$ cat src/rtl/core/edfs_pkg.sv
// edfs_pkg: shared types and constants for the edf periodic task scheduler
// holds the datapath command encoding and the task word layout
// no dependencies
package edfs_pkg;

    localparam int TASK_IDX_W = 3;
    localparam int CFG_WIDTH  = 48;
    localparam int EXEC_LSB   = 16;
    localparam int JOBS_LSB   = 32;
    localparam logic [3:0] IDLE_TASK = 4'd8;

    typedef enum logic [1:0] {
        OP_NONE,
        OP_RUN,
        OP_SCAN,
        OP_FINISH
    } dp_op_t;

    typedef struct packed {
        dp_op_t                  op;
        logic [TASK_IDX_W-1:0]   idx;
        logic                    first;
        logic                    restart;
    } dp_cmd_t;

endpackage

$ cat src/rtl/core/edf_periodic_task_scheduler.sv
// edf_periodic_task_scheduler: preemptive earliest-deadline-first scheduler
// top level, joins edfs_ctrl and edfs_datapath; depends on edfs_pkg
//
//  channel  | handshake          | payload
//  ---------+--------------------+------------------------------------------
//  input    | in_valid/in_ready  | restart
//  output   | out_valid/out_ready| running_task .. done_count
//  config   | cfg_we             | cfg_index, cfg_data
//
// a result is loaded on the finish step, after the run step and the scan steps of its beat
// a new beat is taken only from idle, once the last one has been through its steps:
// one run step, one scan step per task slot, one finish step, then the idle state
// reset clears all task state, the totals and the config words; no clearing pass
// a result waiting on out_ready holds the next finish step; one new beat is taken meanwhile
module edf_periodic_task_scheduler
    import edfs_pkg::*;
#(
    parameter int NUM_TASKS   = 8,
    parameter int COUNT_WIDTH = 16
) (
    input  logic                   clk,
    input  logic                   rst_n,
    input  logic                   cfg_we,
    input  logic [TASK_IDX_W-1:0]  cfg_index,
    input  logic [CFG_WIDTH-1:0]   cfg_data,
    input  logic                   in_valid,
    output logic                   in_ready,
    input  logic                   restart,
    output logic                   out_valid,
    input  logic                   out_ready,
    output logic [3:0]             running_task,
    output logic [7:0]             released_mask,
    output logic                   finished,
    output logic [2:0]             finished_task,
    output logic                   preempted,
    output logic [2:0]             preempted_task,
    output logic [7:0]             missed_mask,
    output logic                   all_done,
    output logic [15:0]            miss_count,
    output logic [15:0]            done_count
);

    dp_cmd_t cmd;

    edfs_ctrl #(
        .NUM_TASKS (NUM_TASKS)
    ) u_ctrl (
        .clk       (clk),
        .rst_n     (rst_n),
        .in_valid  (in_valid),
        .in_ready  (in_ready),
        .restart   (restart),
        .out_valid (out_valid),
        .out_ready (out_ready),
        .cmd       (cmd)
    );

    edfs_datapath #(
        .NUM_TASKS   (NUM_TASKS),
        .COUNT_WIDTH (COUNT_WIDTH)
    ) u_datapath (
        .clk            (clk),
        .rst_n          (rst_n),
        .cfg_we         (cfg_we),
        .cfg_index      (cfg_index),
        .cfg_data       (cfg_data),
        .cmd            (cmd),
        .running_task   (running_task),
        .released_mask  (released_mask),
        .finished       (finished),
        .finished_task  (finished_task),
        .preempted      (preempted),
        .preempted_task (preempted_task),
        .missed_mask    (missed_mask),
        .all_done       (all_done),
        .miss_count     (miss_count),
        .done_count     (done_count)
    );

    // one beat in flight at a time
    a_one_in_flight: assert property (@(posedge clk) disable iff (!rst_n)
        (in_valid && in_ready) |=> !in_ready)
        else $error("beat accepted while another is in flight");

    // a job cannot both finish and be displaced
    a_fin_pre_excl: assert property (@(posedge clk) disable iff (!rst_n)
        out_valid |-> !(finished && preempted))
        else $error("finished and preempted in one tick");

    // the displacing task differs from the displaced one
    a_preempt_other: assert property (@(posedge clk) disable iff (!rst_n)
        (out_valid && preempted) |-> (running_task != {1'b0, preempted_task}))
        else $error("task preempted by itself");

    // running task is a real slot or idle
    a_running_range: assert property (@(posedge clk) disable iff (!rst_n)
        out_valid |-> (running_task <= IDLE_TASK))
        else $error("running task out of range");

endmodule

$ cat src/rtl/core/edfs_ctrl.sv
// edfs_ctrl: sequencer for the scheduler, one item at a time
// walks run, per-task scan and finish steps; owns the handshakes
// depends on edfs_pkg
module edfs_ctrl
    import edfs_pkg::*;
#(
    parameter int NUM_TASKS = 8
) (
    input  logic    clk,
    input  logic    rst_n,
    input  logic    in_valid,
    output logic    in_ready,
    input  logic    restart,
    output logic    out_valid,
    input  logic    out_ready,
    output dp_cmd_t cmd
);

    localparam int IW = (NUM_TASKS > 1) ? $clog2(NUM_TASKS) : 1;

    typedef enum logic [1:0] {
        S_IDLE,
        S_RUN,
        S_SCAN,
        S_FINISH
    } state_t;

    state_t          state_reg;
    logic [IW-1:0]   cnt_reg;
    logic            restart_reg;
    logic            out_valid_reg;
    logic            load_out;

    assign in_ready  = (state_reg == S_IDLE);
    assign out_valid = out_valid_reg;
    assign load_out  = (state_reg == S_FINISH) && (!out_valid_reg || out_ready);

    always_comb
    begin
        cmd.idx     = TASK_IDX_W'(cnt_reg);
        cmd.first   = (cnt_reg == '0);
        cmd.restart = restart_reg;
        unique case (state_reg)
            S_RUN:    cmd.op = OP_RUN;
            S_SCAN:   cmd.op = OP_SCAN;
            S_FINISH: cmd.op = load_out ? OP_FINISH : OP_NONE;
            default:  cmd.op = OP_NONE;
        endcase
    end

    always_ff @(posedge clk or negedge rst_n)
    begin
        if (!rst_n)
        begin
            state_reg     <= S_IDLE;
            cnt_reg       <= '0;
            restart_reg   <= 1'b0;
            out_valid_reg <= 1'b0;
        end
        else
        begin
            if (load_out)
                out_valid_reg <= 1'b1;
            else if (out_ready)
                out_valid_reg <= 1'b0;
            unique case (state_reg)
                S_IDLE:
                begin
                    if (in_valid)
                    begin
                        restart_reg <= restart;
                        state_reg   <= S_RUN;
                    end
                end
                S_RUN:
                begin
                    cnt_reg   <= '0;
                    state_reg <= S_SCAN;
                end
                S_SCAN:
                begin
                    if (cnt_reg == IW'(NUM_TASKS - 1))
                        state_reg <= S_FINISH;
                    else
                        cnt_reg <= cnt_reg + 1'b1;
                end
                S_FINISH:
                begin
                    if (load_out)
                        state_reg <= S_IDLE;
                end
                default: state_reg <= S_IDLE;
            endcase
        end
    end

endmodule

$ cat src/rtl/core/edfs_datapath.sv
// edfs_datapath: task tables, config words, running totals and result register
// one task slot is updated and ranked per scan step
// depends on edfs_pkg
module edfs_datapath
    import edfs_pkg::*;
#(
    parameter int NUM_TASKS   = 8,
    parameter int COUNT_WIDTH = 16
) (
    input  logic                   clk,
    input  logic                   rst_n,
    input  logic                   cfg_we,
    input  logic [TASK_IDX_W-1:0]  cfg_index,
    input  logic [CFG_WIDTH-1:0]   cfg_data,
    input  dp_cmd_t                cmd,
    output logic [3:0]             running_task,
    output logic [7:0]             released_mask,
    output logic                   finished,
    output logic [2:0]             finished_task,
    output logic                   preempted,
    output logic [2:0]             preempted_task,
    output logic [7:0]             missed_mask,
    output logic                   all_done,
    output logic [15:0]            miss_count,
    output logic [15:0]            done_count
);

    localparam int IW = (NUM_TASKS > 1) ? $clog2(NUM_TASKS) : 1;
    localparam int CW = COUNT_WIDTH;

    logic [CFG_WIDTH-1:0] task_word_reg [NUM_TASKS];
    logic [CW-1:0]        countdown_reg [NUM_TASKS];
    logic [CW-1:0]        work_reg      [NUM_TASKS];
    logic [CW-1:0]        jobs_reg      [NUM_TASKS];
    logic [NUM_TASKS-1:0] pending_reg;

    logic [3:0]           cur_reg;
    logic [CW-1:0]        miss_total_reg;
    logic [CW-1:0]        done_total_reg;
    logic                 cont_reg;
    logic                 fin_reg;
    logic [2:0]           fin_task_reg;
    logic [NUM_TASKS-1:0] released_reg;
    logic [NUM_TASKS-1:0] missed_reg;
    logic [3:0]           best_reg;
    logic [CW-1:0]        best_cd_reg;
    logic [CW-1:0]        cur_cd_reg;
    logic                 done_acc_reg;

    logic [3:0]           running_task_reg;
    logic [7:0]           released_mask_reg;
    logic                 finished_reg;
    logic [2:0]           finished_task_reg;
    logic                 preempted_reg;
    logic [2:0]           preempted_task_reg;
    logic [7:0]           missed_mask_reg;
    logic                 all_done_reg;
    logic [15:0]          miss_count_reg;
    logic [15:0]          done_count_reg;

    logic [IW-1:0]        sel;
    logic                 cur_valid;
    logic                 sel_is_cur;
    logic [CFG_WIDTH-1:0] word;
    logic [CW-1:0]        period;
    logic [CW-1:0]        exec_raw;
    logic [CW-1:0]        exec_time;
    logic [CW-1:0]        jobs;
    logic [CW-1:0]        cd;
    logic [CW-1:0]        wl;
    logic [CW-1:0]        jl;
    logic                 pend;
    logic [CW-1:0]        wl_dec;
    logic                 expire;
    logic [CW-1:0]        cd_next;
    logic [CW-1:0]        wl_next;
    logic [CW-1:0]        jl_next;
    logic                 pend_next;
    logic                 rel_bit;
    logic                 miss_bit;
    logic [3:0]           best_base;
    logic                 take;
    logic                 done_base;
    logic                 do_preempt;
    logic [3:0]           cur_next;

    assign sel        = (cmd.op == OP_RUN) ? cur_reg[IW-1:0] : cmd.idx[IW-1:0];
    assign cur_valid  = (cur_reg < 4'(NUM_TASKS));
    assign sel_is_cur = (cur_reg == 4'(sel));
    assign word       = task_word_reg[sel];
    assign period     = word[CW-1:0];
    assign exec_raw   = word[EXEC_LSB +: CW];
    assign exec_time  = (exec_raw == '0) ? CW'(1) : exec_raw;
    assign jobs       = word[JOBS_LSB +: CW];
    assign cd         = countdown_reg[sel];
    assign wl         = work_reg[sel];
    assign jl         = jobs_reg[sel];
    assign pend       = pending_reg[sel];
    assign wl_dec     = (wl != '0) ? wl - 1'b1 : wl;
    assign expire     = (cd == CW'(1));

    // per-slot update for restart or tick
    always_comb
    begin
        cd_next   = cd;
        wl_next   = wl;
        jl_next   = jl;
        pend_next = pend;
        rel_bit   = 1'b0;
        miss_bit  = 1'b0;
        if (cmd.restart)
        begin
            rel_bit   = (period != '0) && (jobs != '0);
            pend_next = rel_bit;
            wl_next   = rel_bit ? exec_time : '0;
            jl_next   = rel_bit ? jobs - 1'b1 : '0;
            cd_next   = rel_bit ? period : '0;
        end
        else
        begin
            if (cd != '0)
                cd_next = cd - 1'b1;
            if (expire && pend)
            begin
                miss_bit  = 1'b1;
                pend_next = 1'b0;
            end
            if (expire && (period != '0) && (jl != '0))
            begin
                rel_bit   = 1'b1;
                pend_next = 1'b1;
                wl_next   = exec_time;
                jl_next   = jl - 1'b1;
                cd_next   = period;
            end
        end
    end

    // running earliest-deadline search over the scan
    assign best_base = cmd.first ? IDLE_TASK : best_reg;
    assign done_base = cmd.first ? 1'b1 : done_acc_reg;
    assign take      = pend_next && ((best_base == IDLE_TASK) || (cd_next < best_cd_reg));

    assign do_preempt = cont_reg && (best_reg != IDLE_TASK) && (best_cd_reg < cur_cd_reg);
    assign cur_next   = (!cont_reg || do_preempt) ? best_reg : cur_reg;

    always_ff @(posedge clk or negedge rst_n)
    begin
        if (!rst_n)
        begin
            for (int i = 0; i < NUM_TASKS; i++)
            begin
                task_word_reg[i] <= '0;
                countdown_reg[i] <= '0;
                work_reg[i]      <= '0;
                jobs_reg[i]      <= '0;
            end
            pending_reg    <= '0;
            cur_reg        <= IDLE_TASK;
            miss_total_reg <= '0;
            done_total_reg <= '0;
            cont_reg       <= 1'b0;
            fin_reg        <= 1'b0;
            fin_task_reg   <= '0;
            released_reg   <= '0;
            missed_reg     <= '0;
            best_reg       <= IDLE_TASK;
            best_cd_reg    <= '0;
            cur_cd_reg     <= '0;
            done_acc_reg   <= 1'b1;
        end
        else
        begin
            if (cfg_we && ({1'b0, cfg_index} < 4'(NUM_TASKS)))
                task_word_reg[cfg_index[IW-1:0]] <= cfg_data;
            unique case (cmd.op)
                OP_RUN:
                begin
                    released_reg <= '0;
                    missed_reg   <= '0;
                    fin_reg      <= 1'b0;
                    fin_task_reg <= '0;
                    cont_reg     <= 1'b0;
                    if (cmd.restart)
                    begin
                        miss_total_reg <= '0;
                        done_total_reg <= '0;
                    end
                    else if (cur_valid && pend)
                    begin
                        work_reg[sel] <= wl_dec;
                        if (wl_dec == '0)
                        begin
                            pending_reg[sel] <= 1'b0;
                            fin_reg          <= 1'b1;
                            fin_task_reg     <= cur_reg[2:0];
                            if (done_total_reg != '1)
                                done_total_reg <= done_total_reg + 1'b1;
                        end
                        else
                            cont_reg <= 1'b1;
                    end
                end
                OP_SCAN:
                begin
                    countdown_reg[sel] <= cd_next;
                    work_reg[sel]      <= wl_next;
                    jobs_reg[sel]      <= jl_next;
                    pending_reg[sel]   <= pend_next;
                    released_reg[sel]  <= rel_bit;
                    missed_reg[sel]    <= miss_bit;
                    if (miss_bit)
                    begin
                        if (miss_total_reg != '1)
                            miss_total_reg <= miss_total_reg + 1'b1;
                        if (sel_is_cur)
                            cont_reg <= 1'b0;
                    end
                    if (sel_is_cur)
                        cur_cd_reg <= cd_next;
                    if (take)
                    begin
                        best_reg    <= 4'(sel);
                        best_cd_reg <= cd_next;
                    end
                    else
                        best_reg <= best_base;
                    done_acc_reg <= done_base && !pend_next && (jl_next == '0);
                end
                OP_FINISH:
                begin
                    cur_reg <= cur_next;
                end
                default: ;
            endcase
        end
    end

    // result register, loaded on the finish step
    always_ff @(posedge clk)
    begin
        if (cmd.op == OP_FINISH)
        begin
            running_task_reg   <= cur_next;
            released_mask_reg  <= 8'(released_reg);
            finished_reg       <= fin_reg;
            finished_task_reg  <= fin_task_reg;
            preempted_reg      <= do_preempt;
            preempted_task_reg <= do_preempt ? cur_reg[2:0] : 3'd0;
            missed_mask_reg    <= 8'(missed_reg);
            all_done_reg       <= done_acc_reg;
            miss_count_reg     <= 16'(miss_total_reg);
            done_count_reg     <= 16'(done_total_reg);
        end
    end

    assign running_task   = running_task_reg;
    assign released_mask  = released_mask_reg;
    assign finished       = finished_reg;
    assign finished_task  = finished_task_reg;
    assign preempted      = preempted_reg;
    assign preempted_task = preempted_task_reg;
    assign missed_mask    = missed_mask_reg;
    assign all_done       = all_done_reg;
    assign miss_count     = miss_count_reg;
    assign done_count     = done_count_reg;

endmodule
$ cat config.mk
export PLATFORM = sky130hd
export DESIGN_NAME = edf_periodic_task_scheduler
export DESIGN_NICKNAME = d
export VERILOG_FILES = /design/src/rtl/core/edfs_pkg.sv /design/src/rtl/core/edf_periodic_task_scheduler.sv /design/src/rtl/core/edfs_ctrl.sv /design/src/rtl/core/edfs_datapath.sv
export SDC_FILE = /design/constraint.sdc
export NUM_CORES = 2
export LEC_CHECK = 0
export BUFFER_PORTS_ARGS = -buffer_cell sky130_fd_sc_hd__buf_2
export CORE_MARGIN = 3
export CORE_UTILIZATION = 40
export DETAILED_ROUTE_END_ITERATION = 8
export PLACE_DENSITY = 0.65
export REMOVE_ABC_BUFFERS = 1
export SLEW_MARGIN = 5
export SYNTH_ARGS = -nofsm -noshare
export SYNTH_HDL_FRONTEND = slang
export SYNTH_SLANG_ARGS = --single-unit
export TNS_END_PERCENT = 20
$ cat constraint.sdc
create_clock -name clk -period 6 [get_ports clk]
set_input_delay 0.6 -clock clk [delete_from_list [all_inputs] [get_ports clk]]
set_output_delay 0.6 -clock clk [all_outputs]
set_load 0.03 [all_outputs]
Yosys cells after proc, flatten, opt, wreduce, memory -nomap -nowiden --
Index checks and enable logic that the tools add are counted.
Storage, ports and cells: latch bits 0, bits of input ports 57, memory bits (writable) 0, ROM bits 0, memories kept 0, output and inout port bits 63, bits in registers 938
Operators by class: reductions and logical operators 46, div/mod/pow operators 0, $mul 0, equal/unequal tests 24, magnitude comparators 9, multiplexer cells 91, add/sub/neg operators 7, shift operators 0, bitwise operators 4
Operators with widths (count):
- bitwise mux 128 bit | 4
- two-way mux 16 bit | 26
- bitwise mux 384 bit | 1
- two-way mux 128 bit | 2
- case mux 128 bit (2 select lines) | 1
- binary-select mux 16 bit (select 3 bit) | 3
- binary-select mux 48 bit (select 3 bit) | 1
- demux 48 bit (select 3 bit) | 1
- two-way mux 48 bit | 3
- nonzero test 16 bit | 5
- subtractor 16 x 1 -> 16 bit, second input constant | 4
- demux 16 bit (select 3 bit) | 1
- zero test 16 bit | 3
- case mux 8 bit (2 select lines) | 3
- adder 16 x 1 -> 16 bit, second input constant | 2
- < comparator 16 bit | 2
- != test 16 bit, second input constant | 2
- case mux 16 bit (2 select lines) | 1
- bitwise mux 8 bit | 3
- two-way mux 8 bit | 3
- two-way mux 1 bit | 20
- == test 16 x 1 -> 1 bit, second input constant | 1
- two-way mux 3 bit | 5
- logical AND 1 bit | 14
- 33 further kinds | 70

Depth between registers and ports, before layout --
word-level depth 20, depth in mapped cells 36, mapped depth without buffers 28

Cells and area by module --
A second synthesis with hierarchy kept.
Second synthesis, totals: cells, all modules 4276, area, all modules 45348.5 um^2
Modules (own cells, without submodules):
- edfs_datapath | area an instance 44884.3 um^2, instances 1, cells an instance 4230, sequential area each 23606.4 um^2
- edfs_ctrl | area an instance 464.2 um^2, instances 1, cells an instance 46, sequential area each 175.2 um^2

Worst setup path after synthesis --
No wires, ideal clock.
path kind reg-to-reg, start point register u_ctrl.state_reg[1], end point register u_datapath.best_cd_reg[4], data arrival time 6.535 ns, setup time 0.128 ns, slack -0.662 ns, cell stages (with the launch flop) 35, buffers on the path 7, data required time 5.872 ns, cell sequence dfrtp_1 -> inv_1 -> ha_1 -> buf_6 -> and3b_1 -> clkbuf_1 -> clkbuf_1 -> a2bb2oi_1 -> o22ai_1 -> or4_1 -> ha_1 -> nand3_1 -> nor3_1 -> and2_1 -> buf_2 -> o21ai_4 -> buf_4 -> nand2_1 -> o311ai_0 -> clkbuf_1 -> inv_1 -> ha_1 -> a21o_1 -> a21o_1 -> a21o_1 -> a21oi_1 -> nor2b_1 -> o21ai_0 -> nand2b_1 -> a21oi_1 -> nand4_1 -> o21ai_4 -> and2_1 -> buf_4 -> mux2_1
On the way: word-level cells in the longest chain between the ends 19
RTL lines:
- start, declared | RTL line edfs_ctrl.sv:28 | state_t state_reg;
- start signal, assigned | RTL line edfs_ctrl.sv:55 | state_reg <= S_IDLE;
- start signal, assigned | RTL line edfs_ctrl.sv:72 | state_reg <= S_RUN;
- start signal, assigned | RTL line edfs_ctrl.sv:78 | state_reg <= S_SCAN;
- == test 2 bit | RTL line edfs_ctrl.sv:36, edfs_ctrl.sv:43
- logical AND 1 bit | RTL line edfs_ctrl.sv:36 | assign load_out = (state_reg == S_FINISH) && (!out_valid_reg || out_ready);
- two-way mux 2 bit | RTL line edfs_ctrl.sv:46 | S_FINISH: cmd.op = load_out ? OP_FINISH : OP_NONE;
- case mux 2 bit (3 select lines) * | RTL line edfs_ctrl.sv:43 | unique case (state_reg)
- == test 2 x 1 -> 1 bit * | RTL line edfs_datapath.sv:87 | assign sel = (cmd.op == OP_RUN) ? cur_reg[IW-1:0] : cmd.idx[IW-1:0];
- two-way mux 3 bit * | RTL line edfs_datapath.sv:87
- inverter 3 -> 4 bit (not written as such) * | RTL line edfs_datapath.sv:90, edfs_datapath.sv:95, edfs_datapath.sv:97
- parallel branches: the longest is 7 deep, another holds subtractor 16 x 1 -> 16 bit
- two-way mux 16 bit * | RTL line edfs_datapath.sv:111 | if (cmd.restart)
- net u_datapath.cd_next[9] | RTL line edfs_datapath.sv:75 | logic [CW-1:0] cd_next;
- < comparator 16 bit * | RTL line edfs_datapath.sv:142 | assign take = pend_next && ((best_base == IDLE_TASK) || (cd_next < best_cd_reg));
- logical OR 1 bit * | RTL line edfs_datapath.sv:142
- logical AND 1 bit * | RTL line edfs_datapath.sv:142
- AND reduction 2 bit (no line) *
- end signal, assigned | RTL line edfs_datapath.sv:224 | best_cd_reg <= cd_next;
- end, declared | RTL line edfs_datapath.sv:46 | logic [CW-1:0] best_cd_reg;
Mark *: on every way through the listed nets, which the timed path passes. The select of a mux whose other input is x is not followed. A chain may end at the register's enable or synchronous reset.

Worst setup path after layout --
start point register u_ctrl.state_reg[1], end point register u_datapath.best_reg[0]
On the way: word-level cells in the longest chain between the ends 19
RTL lines:
- == test 2 bit | RTL line edfs_ctrl.sv:36, edfs_ctrl.sv:43
- logical AND 1 bit | RTL line edfs_ctrl.sv:36
- two-way mux 2 bit | RTL line edfs_ctrl.sv:46
- case mux 2 bit (3 select lines) * | RTL line edfs_ctrl.sv:43
- == test 2 x 1 -> 1 bit * | RTL line edfs_datapath.sv:87
- two-way mux 3 bit * | RTL line edfs_datapath.sv:87
- inverter 3 -> 4 bit (not written as such) * | RTL line edfs_datapath.sv:90, edfs_datapath.sv:95, edfs_datapath.sv:97
- parallel branches: the longest is 7 deep, another holds subtractor 16 x 1 -> 16 bit
- two-way mux 16 bit * | RTL line edfs_datapath.sv:111
- net u_datapath.cd_next[7] | RTL line edfs_datapath.sv:75
- < comparator 16 bit * | RTL line edfs_datapath.sv:142
- logical OR 1 bit * | RTL line edfs_datapath.sv:142
- logical AND 1 bit * | RTL line edfs_datapath.sv:142
- two-way mux 4 bit * | RTL line edfs_datapath.sv:221 | if (take)
- end signal, assigned | RTL line edfs_datapath.sv:223 | best_reg <= 4'(sel);
- end signal, assigned | RTL line edfs_datapath.sv:227 | best_reg <= best_base;
- end, declared | RTL line edfs_datapath.sv:45 | logic [3:0] best_reg;
Marks and branches as above.

==> results_dict.tcl <==
set metrics [dict create \
    outcome "finished, violations left" \
    violations "capacitance limit" \
    syn_area_um2 45700 \
    startpoint_type "flip-flop" \
    seqPwrFrac 0.273 \
    grt.overflow.total 0 \
    pre_cts_slack_ps -228 \
    cp_common_cell "buf_4" \
    cpMaxStageDelayCell "dfrtp_1" \
    tightest_slew_ps 1490 \
    floorplan.rows 123 \
    largest_reg_flops 384 \
    grt_pass1_wl_mm 226 \
    p_leak_nw 24.0 \
    die_y_um 344 \
    intPower_w 0.0194 \
    maxCapViolCount 1 \
    final_max_slew_viol_count 0 \
    cp.arrival_ps 6470 \
    grtUsageTotal 0.249 \
    final_nets 4865 \
    cp.required_ps 6560 \
    whs_ps 200 \
    die_w_um 344 \
    grt_pass1_vias 35700 \
    dp_hpwl_mm 98.4 \
    p_switching_w 0.0148 \
    vias 37300 \
    seq_area_frac_synth 0.520 \
    die_area_um2 118000 \
    async_flop_share 0.935 \
    ir_drop_mv 0.348 \
    slew-limit-headroom 0.00524 \
    finalInstanceArea_um2 55000 \
    clk_path_buf_depth 3 \
    skew_ps 40.1 \
    placed_cell_area_um2 50500 \
    cts_sinks 938 \
    drc 0 \
    wl_mm 152 \
    finalSetupViolCount 0 \
    insertion_delay_ps 700 \
    port_buffers 119 \
    postRouteAntennaNets 0 \
    worst_slack_ps 85.7 \
    swShare 0.433 \
    wire_per_inst_um 23.9 \
    first_iter_violations 4159 \
    hold_class "in2reg" \
    initial_core_util 0.405 \
    end_kind "flip-flop" \
    max_freq_mhz 169 \
    syn_to_final_growth_pct 20.3 \
    comb_power_share 0.533 \
    p_per_area_nw_per_um2 623 \
    period_share 0.986 \
    drive_gt1_frac 0.288 \
    synth-seq-cells 938 \
    antenna_found_initial 16 \
    avgViaCountPerCell 5.86 \
    routabilityCongestion 0.973 \
    worstPathMaxFanout 6 \
    rsz0062_at_grt "true" \
    yosysUniqueCellTypes 115 \
    core_um2 113000 \
    critPathMaxStageDelay_ps 390 \
    ios 120 \
    clock_power_share 0.194 \
    worstSetupPathType "reg2reg" \
    netlist_instances 4392 \
    synth_flop_cell "dfrtp_1" \
    drtPass1Iterations 6 \
    grt_max_degree 174 \
    htree_levels 3 \
    yosys_warnings 0 \
    cts_tree "done" \
    synth_edf_count 61 \
    final-hold-violation-count 0 \
    root_buffer "clkbuf_16" \
    cts.clk_slew.worst_paths_ps 60 \
    period_needed_ps 5910 \
    syn_area_per_cell_um2 10.4 \
    cts_buffers 98 \
]
cell families after synthesis:
logic type | count (synthesis) | share of synthesized area
adders and majority gates | 44 | 0.0120
muxes | 547 | 0.133
and+or+nand+nor | 1348 | 0.136
xor gates and xnor gates | 54 | 0.0103
DFF | 938 | 0.520
AOI/OAI and AO/OA | 1085 | 0.152
buffers and inverters | 376 | 0.0372
critical path: cells and delay by family (launching register included):
kind / cells / cell delay [ps]
compound gates: 9 / 1810
buf+inv: 13 / 1650
simple gates: 9 / 1230
fa+ha+maj: 3 / 670
flops: 1 / 390
final timing paths:
kind,startpoint,to,slack (ps),cells after the start
max in group asynchronous,rst_n,u_datapath.task_word_reg[375],4070,3
hold reg to reg,u_datapath.fin_task_reg[0],u_datapath.finished_task[0],450,0
setup / recovery,u_ctrl.state_reg[1],u_datapath.best_reg[0],90,34
min in group asynchronous,rst_n,u_datapath.task_word_reg[5],510,2
setup reg to reg,u_ctrl.state_reg[1],u_datapath.best_reg[0],90,34
hold / removal,restart,u_ctrl.restart_reg,200,2
cell usage after synthesis, types with 33 or more instances:
master / count / share of area
o21ai_0: 335 / 0.037
a21oi_1: 305 / 0.033
mux2i_1: 76 / 0.017
nand3_1: 52 / 0.0057
nand4_1: 45 / 0.0062
o22ai_1: 46 / 0.0063
o211ai_1: 33 / 0.0054
mux2_2: 467 / 0.12
nand2_1: 802 / 0.066
edfxtp_1: 61 / 0.040
clkbuf_1: 189 / 0.016
dfrtp_1: 874 / 0.48
and3_1: 36 / 0.0049
a22oi_1: 72 / 0.012
nor2_1: 184 / 0.015
buf_2: 47 / 0.0051
inv_1: 67 / 0.0055
nor3_1: 43 / 0.0047
buf_1: 33 / 0.0027
ha_1: 44 / 0.012
power groups by stage:
stage               sequential (W)  combinational (W)  clock (W)
CTS                        0.00928             0.0170    0.00675
floorplan                  0.00934            0.00918          0
global placement           0.00931             0.0166          0
detailed placement         0.00936             0.0168          0
global route               0.00951             0.0195    0.00700
finish                     0.00933             0.0182    0.00665
per-layer routing:
metal  routed length [µm]  up-vias  global-route usage
met4                 5700       12              0.0918
li1                     -    16500                   -
met2                67300     1728               0.378
met3                14300      363              0.0606
met5                   69        -                   0
met1                64400    18700               0.345
what timing repair did:
item,in CTS,in global routing
gates resized for setup,7,99
setup buffers,0,32
pin swaps,3,47
setup endpoints to repair,20,20
gates cloned,0,7
endpoints found under the hold margin,73,0
hold buffers,1,0
through the flow:
step           cells  power [W]  utilization  setup TNS [ps]
5_1_grt         6353     0.0360        0.487           -1920
2_1_floorplan   4085     0.0185            -        -2080780
3_3_place_gp    6124     0.0259        0.447            -798
6_report        6360     0.0342        0.487               0
3_5_place_dp    6124     0.0262        0.447           -3080
4_1_cts         6311     0.0330        0.479           -3.66
placed cells by master (no fill, tap or decap), drive strengths merged, types with 11 or more instances in the layout:
cell	instances
o211ai	34
ha	44
o21a	23
a32oi	23
inv	75
dfrtp	874
nor2	189
xnor2	29
buf	571
nor2b	21
a22oi	73
nor3	49
a2bb2oi	11
mux2	470
nor4	39
a222oi	28
edfxtp	61
clkinv	30
o2bb2ai	11
a21o	29
nand3	52
bufinv	15
nand2	806
xor2	25
a211oi	20
and4	16
mux2i	77
o21ai	348
and3	36
clkbuf	135
a21oi	311
a221oi	17
a22o	26
nand4	47
and2	19
o22ai	47
layout make-up:
class,instances,area [µm²]
Inverter,69,262
Multi-Input combinational cell,3078,20800
Antenna cell,10,25.0
Clock buffer,128,2760
Clock inverter,58,774
Fill cell,10200,58000
Tap cell,1500,1880
Sequential cell,938,23800
Timing Repair Buffer,579,4690
Power figures use the tool's default switching activity.
